--- config.mk ---
export PLATFORM = sky130hd
export DESIGN_NAME = nnis_ctrl
export DESIGN_NICKNAME = d
export VERILOG_FILES = /design/src/nnis_pkg.sv /design/src/nnis_ctrl.sv
export SDC_FILE = /design/constraint.sdc
export NUM_CORES = 1
export LEC_CHECK = 0
export ABC_CLOCK_PERIOD_IN_PS = 1500
export BUFFER_PORTS_ARGS = -buffer_cell sky130_fd_sc_hd__buf_2
export CELL_PAD_IN_SITES_DETAIL_PLACEMENT = 2
export CELL_PAD_IN_SITES_GLOBAL_PLACEMENT = 2
export CORE_UTILIZATION = 20
export CTS_CLUSTER_SIZE = 25
export DETAILED_ROUTE_END_ITERATION = 6
export GPL_TIMING_DRIVEN = 0
export PLACE_DENSITY = 0.73
export SYNTH_ARGS = -nofsm -noshare
export SYNTH_HDL_FRONTEND = slang
export SYNTH_SLANG_ARGS = --single-unit
--- constraint.sdc ---
create_clock -name clk -period 1.5 [get_ports clk]
set_input_delay 0.075 -clock clk [delete_from_list [all_inputs] [get_ports clk]]
set_output_delay 0.075 -clock clk [all_outputs]
set_load 0.02 [all_outputs]
--- src/nnis_pkg.sv ---
// Shared constants, types and helpers for the nearest-neighbor image scaler.
package nnis_pkg;

  localparam int STORE_PIXELS = 65536;
  localparam int MAX_DIM      = 1024;
  localparam int FRAC_BITS    = 16;
  localparam int PIX_W        = 24;
  localparam int DIM_W        = 11;
  localparam int COORD_W      = 10;
  localparam int DIM_RESET    = 256;
  localparam int COUNT_W      = 21;
  localparam int STEP_W       = DIM_W + FRAC_BITS;
  localparam int ADDR_W       = $clog2(STORE_PIXELS);
  localparam int PROD_W       = COORD_W + STEP_W;
  localparam int SRC_COORD_W  = PROD_W - FRAC_BITS;
  localparam int AREA_W       = 2 * DIM_W;
  localparam int IDX_W        = COORD_W + DIM_W;
  localparam int DIV_CNT_W    = $clog2(STEP_W);
  localparam int CFG_IDX_W    = 2;
  localparam int OUT_DATA_W   = ((PIX_W + 2 * COORD_W + 7) / 8) * 8;

  typedef enum logic [CFG_IDX_W-1:0] {
    CFG_SRC_WIDTH,
    CFG_SRC_HEIGHT,
    CFG_DST_WIDTH,
    CFG_DST_HEIGHT
  } cfg_idx_t;

  typedef enum logic [2:0] {
    ST_IDLE,
    ST_LOAD,
    ST_DIV,
    ST_MUL,
    ST_CLAMP,
    ST_ADDR,
    ST_READ,
    ST_EMIT
  } state_t;

  typedef struct packed {
    logic capture;
    logic load_step;
    logic div_start;
    logic mul;
    logic clamp;
    logic addr;
    logic read;
    logic emit;
  } dp_cmd_t;

  typedef struct packed {
    logic frame_full;
    logic div_done;
    logic out_free;
    logic last;
  } dp_sts_t;

  function automatic logic [DIM_W-1:0] eff_dim(input logic [DIM_W-1:0] v);
    logic [DIM_W-1:0] res;
    if (v == '0) begin
      res = DIM_W'(1);
    end else if (v > DIM_W'(MAX_DIM)) begin
      res = DIM_W'(MAX_DIM);
    end else begin
      res = v;
    end
    return res;
  endfunction

endpackage

--- src/nnis_ctrl.sv ---
// Controller state machine: sequences loads, step division and pixel requests.
module nnis_ctrl (
  input  logic              clk,
  input  logic              rst_n,
  input  logic              in_tvalid,
  input  logic              in_func,
  output logic              in_tready,
  output nnis_pkg::dp_cmd_t cmd,
  input  nnis_pkg::dp_sts_t sts
);
  import nnis_pkg::*;

  state_t state_r;
  state_t state_nxt;
  logic   frame_ready_r;
  logic   frame_ready_nxt;

  always_ff @(posedge clk) begin
    if (!rst_n) begin
      state_r       <= ST_IDLE;
      frame_ready_r <= 1'b0;
    end else begin
      state_r       <= state_nxt;
      frame_ready_r <= frame_ready_nxt;
    end
  end

  always_comb begin
    state_nxt       = state_r;
    frame_ready_nxt = frame_ready_r;
    case (state_r)
      ST_IDLE: begin
        if (in_tvalid) begin
          if (!in_func && !frame_ready_r) begin
            state_nxt = ST_LOAD;
          end else if (in_func && frame_ready_r) begin
            state_nxt = ST_MUL;
          end
        end
      end
      ST_LOAD: begin
        state_nxt = sts.frame_full ? ST_DIV : ST_IDLE;
      end
      ST_DIV: begin
        if (sts.div_done) begin
          state_nxt       = ST_IDLE;
          frame_ready_nxt = 1'b1;
        end
      end
      ST_MUL:   state_nxt = ST_CLAMP;
      ST_CLAMP: state_nxt = ST_ADDR;
      ST_ADDR:  state_nxt = ST_READ;
      ST_READ:  state_nxt = ST_EMIT;
      ST_EMIT: begin
        if (sts.out_free) begin
          state_nxt = ST_IDLE;
          if (sts.last) begin
            frame_ready_nxt = 1'b0;
          end
        end
      end
      default: state_nxt = ST_IDLE;
    endcase
  end

  always_comb begin
    in_tready     = 1'b0;
    cmd           = '0;
    case (state_r)
      ST_IDLE: begin
        in_tready   = 1'b1;
        cmd.capture = in_tvalid;
      end
      ST_LOAD: begin
        cmd.load_step = 1'b1;
        cmd.div_start = sts.frame_full;
      end
      ST_DIV:   ;
      ST_MUL:   cmd.mul   = 1'b1;
      ST_CLAMP: cmd.clamp = 1'b1;
      ST_ADDR:  cmd.addr  = 1'b1;
      ST_READ:  cmd.read  = 1'b1;
      ST_EMIT:  cmd.emit  = sts.out_free;
      default:  ;
    endcase
  end

  a_emit_needs_frame: assert property (@(posedge clk) disable iff (!rst_n)
    cmd.emit |-> frame_ready_r)
    else $error("pixel emitted without a loaded frame");

  a_load_not_ready: assert property (@(posedge clk) disable iff (!rst_n)
    cmd.load_step |-> !frame_ready_r)
    else $error("load step while frame ready");

  a_div_arms_frame: assert property (@(posedge clk) disable iff (!rst_n)
    (state_r == ST_DIV && sts.div_done) |=> frame_ready_r)
    else $error("frame not armed after step division");

  a_last_rearms: assert property (@(posedge clk) disable iff (!rst_n)
    (cmd.emit && sts.last) |=> (!frame_ready_r && state_r == ST_IDLE))
    else $error("last pixel did not rearm loading");

endmodule

==> results of run 1 <==
cell families (layout without fill, tap and decap cells):
group,Yosys count,in the layout,share of synthesized area (%)
AO/OA/AOI/OAI,8,8,18.6
adder cells (fa/ha/maj),1,1,4.13
buffers and inverters,8,27,16.1
flip-flops,4,4,26.4
AND/OR/NAND/NOR,18,18,34.7
state kept, by name, indices dropped and copies added (netlist names):
register       cells
state_r            3
frame_ready_r      1
routing by layer:
metal	GRT usage, %	up-vias	share of wire [%]
met5	0	-	0
met4	7.50	0	0
met3	1.63	0	4.6
met2	22.3	12	45
met1	13.6	154	51
li1	-	174	-
final cells by class:
class	count	area [um^2]	share of cell area, %
Multi-Input combinational cell	27	181	42.0
Sequential cell	4	80.1	18.6
Clock buffer	3	22.5	5.22
Timing Repair Buffer	16	80.1	18.6
Buffer	3	30.0	6.96
Tap cell	15	18.8	4.35
Inverter	5	18.8	4.35
Yosys cell counts (all sizes together):
library cell / instances
ha: 1
and2: 2
nor3: 5
nand3: 1
inv: 5
o221ai: 1
a21oi: 3
nand2: 1
nor2: 2
nand2b: 1
buf: 3
and3: 2
dfxtp: 4
a21o: 1
o21ai: 2
or3: 2
a221oi: 1
nor2b: 1
and4bb: 1
final timing paths:
check	start	end	slack, ns	depth (start not counted)
max	state_r[0]$_SDFFE_PN0P_	cmd[5]	0.12	5
min	sts[0]	frame_ready_r$_SDFFE_PN0P_	0.02	2
max reg2reg	frame_ready_r$_SDFFE_PN0P_	state_r[0]$_SDFFE_PN0P_	0.17	5
min reg2reg	frame_ready_r$_SDFFE_PN0P_	frame_ready_r$_SDFFE_PN0P_	0.57	2
stage by stage:
step	hold slack [ns]	setup slack, ns
2_1_floorplan	0.164	0.0532
3_3_place_gp	0.257	0.201
3_5_place_dp	0.267	0.164
4_1_cts	0.0138	0.0704
5_1_grt	0.0330	0.0185
6_report	0.0249	0.124
power groups by stage:
stage | combinational (uW) | sequential (uW) | clock (uW)
after floorplan | 70.5 | 119 | 0
after global placement | 101 | 120 | 0
after detailed placement | 105 | 120 | 0
after CTS | 105 | 119 | 140
after global routing | 117 | 120 | 148
final | 106 | 119 | 129
==> key figures, run 1 <==
Status
  • Run status: finished clean

Layout
  • Most frequent cells in the layout: buf_2, inv_1, nor3_1, dfxtp_1
  • Diodes inserted: 0
  • Area Growth Syn to Fin: 42.6%
  • Finished Layout Cells: 73
  • Most common cell after layout, fill and taps aside: buf_2
  • FILL cells: 162
  • Fin area: 432 um^2
  • Post-Route Utilization: 32.0%
  • Final net count: 69
  • Share of cells above drive strength 1: 46.6%

Place
  • Placed cells: 70
  • Routability-driven placement congestion ratio: 0.735
  • Placed Area: 402 um^2
  • IO Port Bufs: 16
  • Hpwl dp: 707 um

Clock tree
  • CTS resizes: 0
  • Setup bufs post-CTS: 0
  • Worst-path clk slew: 0.04 ns
  • CTS buffer count: 3
  • CTS Root Cell: clkbuf_4
  • H-tree depth: 1
  • Clk_lat worst skew: 0.23 ns
  • # clock sinks: 4
  • CTS tree: built
  • CTS Hold Buffers Added: 0
  • Clock tree buffer depth: 2

Setup path
  • Worst endpoint required time: 1.42 ns
  • Kind of critical path: reg2out
  • Crit end category: primary output
  • CP max FO: 10
  • Slowest-stage cell, CP: dfxtp_1
  • Buf+Inv Stages, Crit Path: 3
  • Crit start category: flop
  • Critical path arrival: 1.30 ns
  • CP Cell Sequence: buf_6 > inv_1 > nor3_1 > and2_1 > buf_2
  • Worst path max stage delay: 0.36 ns
  • Family with the most delay on the worst path: buffers and inverters

Pwr
  • Total power: 354 uW
  • PwrDens: 820 nW/um^2
  • P_sw: 105 uW
  • Pint: 249 uW
  • Logic pwr share: 29.8%
  • Leakage power: 0.000214 uW
  • Clk pwr share: 36.4%
  • Switch share: 29.7%
  • Reg power frac: 33.8%
  • Peak VDD IR: 297 uV

Global route
  • Initial antenna violation count: 0
  • Largest net degree at the start of global routing: 11
  • Global-route wire length before repair: 1310 um
  • Vias in the first global route: 302
  • Gr usage total: 12.4%
  • Grt ovf: 0

Run
  • Maxcap violations: 0

Synthesis
  • Post-Synthesis Net Count: 48
  • Post-synth top area cell: dfxtp_1
  • Synth Cell Area: 303 um^2
  • Synth top area cells: dfxtp_1, nor3_1, buf_6, inv_1, a21oi_1
  • Synth Area per Inst: 7.76 um^2
  • Yosys warning count: 0
  • Share of the synthesized area in the top cell type: 26.4%
  • Syn Inst Count: 39
  • #FFs+latches synth: 4
  • Synth cell types: 21
  • Seq/Total Area, Yosys: 26.4%

Timing
  • Final min period: 1.38 ns
  • RSZ-0062 raised after global routing: no
  • Total Neg Setup Slack: 0 ns
  • Worst slew pin tran: 0.249 ns
  • Final Hold Vio Count: 0
  • Slew Limit Fails: 0
  • Fmax: 727 MHz
  • Post-route clock period utilization: 91.8%
  • Clock skew: 0.000758 ns
  • Slew HR: 83.4%
  • Setup violators final: 0

Drt
  • Vias: 340
  • Post-route DRC: 0
  • DRT iter0 DRCs: 3
  • Routed len/inst: 11.9 um
  • DRT Wirelength: 867 um
  • Drt pass-1 iters: 2
  • DR vias/cell: 4.66
  • Post-route ant nets: 0

Floorplanning
  • I/O pin count: 17
  • Die width: 40.9 um
  • Core ar.: 1350 um^2
  • Die area: 1670 um^2
  • Row cnt: 13
  • Initial Util: 22.4%
  • Height of the chip: 40.9 um

Hold path
  • Tightest Hold Check Type: in2reg
No activity file was read; power rests on OpenSTA's default activity.
==> inputs of run 2 (changes only) <==
--- a/config.mk
+++ b/config.mk
@@ -13,7 +13,7 @@
 export CTS_CLUSTER_SIZE = 25
 export DETAILED_ROUTE_END_ITERATION = 6
 export GPL_TIMING_DRIVEN = 0
-export PLACE_DENSITY = 0.73
+export PLACE_DENSITY = 0.71
 export SYNTH_ARGS = -nofsm -noshare
 export SYNTH_HDL_FRONTEND = slang
 export SYNTH_SLANG_ARGS = --single-unit
==> constraint.sdc (replaced) <==
create_clock -name clk -period 1.5 [get_ports clk]
set_input_delay 0 -clock clk [delete_from_list [all_inputs] [get_ports clk]]
set_output_delay 0 -clock clk [all_outputs]
set_load 0.02 [all_outputs]
==> key figures, run 2 (same netlist as run 1, synthesis figures left out) <==
Status
  • Run status: finished clean

Place
  • Hpwl dp: 701 um
  • Placed Area: 402 um^2
  • Routability-driven placement congestion ratio: 0.638
  • Pre-CTS WS: 0.158 ns
  • IO Port Bufs: 16

Clock tree
  • H-tree depth: 1
  • # clock sinks: 4
  • Clock tree buffer depth: 2
  • CTS Root Cell: clkbuf_4
  • CTS buffer count: 3
  • Clk_lat worst skew: 0.24 ns
  • CTS tree: built
  • Worst-path clk slew: 0.04 ns

Drt
  • DR vias/cell: 4.61
  • Drt pass-1 iters: 1
  • DRT iter0 DRCs: 0
  • Routed len/inst: 12.0 um
  • DRT Wirelength: 888 um
  • Post-route DRC: 0
  • Post-route ant nets: 0
  • Vias: 341

Floorplanning
  • I/O pin count: 17
  • Height of the chip: 40.9 um
  • Die width: 40.9 um
  • Core ar.: 1350 um^2
  • Initial Util: 22.4%
  • Die area: 1670 um^2
  • Row cnt: 13

Setup path
  • Worst r2r dst: state_r[1]$_SDFFE_PN0P_
  • Kind of critical path: reg2out
  • CP max FO: 9
  • Flop2flop setup slack: 0.18 ns
  • Crit start category: flop
  • FF-to-FF path depth: 5
  • Slowest-stage cell, CP: nor3_1
  • Reg-to-reg startpoint: frame_ready_r$_SDFFE_PN0P_
  • Critical path arrival: 1.35 ns
  • Worst endpoint required time: 1.50 ns
  • CP Cell Sequence: buf_6 > nor3_1 > and2_1 > buf_2
  • Worst path max stage delay: 0.35 ns
  • Crit end category: primary output

Layout
  • Fin area: 434 um^2
  • Share of cells above drive strength 1: 42.4%
  • Top flop regs: state_r: 3 flops, frame_ready_r: 1 flops
  • Max reg flops: 3
  • Most common cell after layout, fill and taps aside: buf_2
  • Area Growth Syn to Fin: 43.4%
  • Top reg by flops: state_r
  • Most frequent cells in the layout: buf_2, inv_1, nor3_1, dfxtp_1
  • Final net count: 70
  • Diodes inserted: 0

Timing
  • Clock skew: 0.00477 ns
  • RSZ-0062 raised after global routing: no
  • Slew HR: 75.3%
  • Post-route clock period utilization: 89.8%
  • Final setup margin: 0.153 ns
  • Worst slew pin tran: 0.368 ns
  • Final Hold Vio Count: 0
  • Fmax: 742 MHz
  • Setup violators final: 0
  • Final min period: 1.35 ns
  • Slew Limit Fails: 0
  • Total Neg Setup Slack: 0 ns

Global route
  • Initial antenna violation count: 0
  • Vias in the first global route: 303
  • Global-route wire length before repair: 1280 um
  • Gr usage total: 12.6%
  • Grt ovf: 0
  • Largest net degree at the start of global routing: 11

Pwr
  • Leakage power: 0.000217 uW
  • PwrDens: 830 nW/um^2
  • Peak VDD IR: 349 uV

Hold path
  • Tightest Hold Check Type: in2reg
  • Hold Crit Endpoint: frame_ready_r$_SDFFE_PN0P_
  • HP Start: rst_n
  • Min-Delay Path Depth: 3

Run
  • Maxcap violations: 0
## run 2: worst max path at each step
| stage | from | slack, ns | to | cells past startpoint |
|---|---|---|---|---|
| 2_1_floorplan | state_r[2]$_SDFFE_PN0P_ | 0.13 | cmd[7] | 3 |
| 3_3_place_gp | frame_ready_r$_SDFFE_PN0P_ | 0.21 | state_r[1]$_SDFFE_PN0P_ | 5 |
| 3_5_place_dp | frame_ready_r$_SDFFE_PN0P_ | 0.16 | state_r[1]$_SDFFE_PN0P_ | 5 |
| 4_1_cts | state_r[2]$_SDFFE_PN0P_ | 0.10 | cmd[7] | 4 |
| 5_1_grt | state_r[2]$_SDFFE_PN0P_ | 0.07 | cmd[7] | 4 |
| 6_report | state_r[2]$_SDFFE_PN0P_ | 0.15 | cmd[7] | 4 |
## run 2: metal layers
metal	up-vias	routed length [um]	global-route usage [%]
li1	178	-	-
met1	150	437	15.0
met2	13	398	19.5
met3	0	53	3.80
met4	0	0	7.50
met5	-	0	0
## run 2: repair_timing
| action | 4_1_cts | 5_1_grt |
|---|---|---|
| resized for setup | 0 | 0 |
| hold endpoints to repair | 1 | 0 |
| hold buffers | 1 | 0 |
| setup endpoints to repair | 0 | 0 |
| setup buffers | 0 | 0 |
## run 2: cell type report
type	count	area [um^2]
timing repair buffer	17	90.1
sequential	4	80.1
fill	177	916
clock buffer	3	22.5
buffer	3	30.0
multi-input combinational	27	174
tap	15	18.8
inverter	5	18.8
## run 2: power breakdown
part | leakage (uW) | internal [uW] | switching, uW
sequential | 0.0000326 | 114 | 4.85
clock | 0.0000138 | 89.7 | 47.2
combinational | 0.000171 | 46.4 | 58.5
## run 2: worst max-delay path: cells and delay by family, from the launching register on
family	cells	cell delay, ns
buffers and inverters	2	0.29
DFF	1	0.30
and+or+nand+nor	2	0.53
## run 2: stage by stage
step	util (%)	std cells	hold slack, ns	power, uW
after detailed placement	29.7	70	0.181	225
after global placement	29.7	70	0.179	222
after floorplan	-	39	0.0894	190
after global routing	32.2	74	0.0413	381
final	32.2	74	0.0242	360
after CTS	32.2	74	0.0155	371
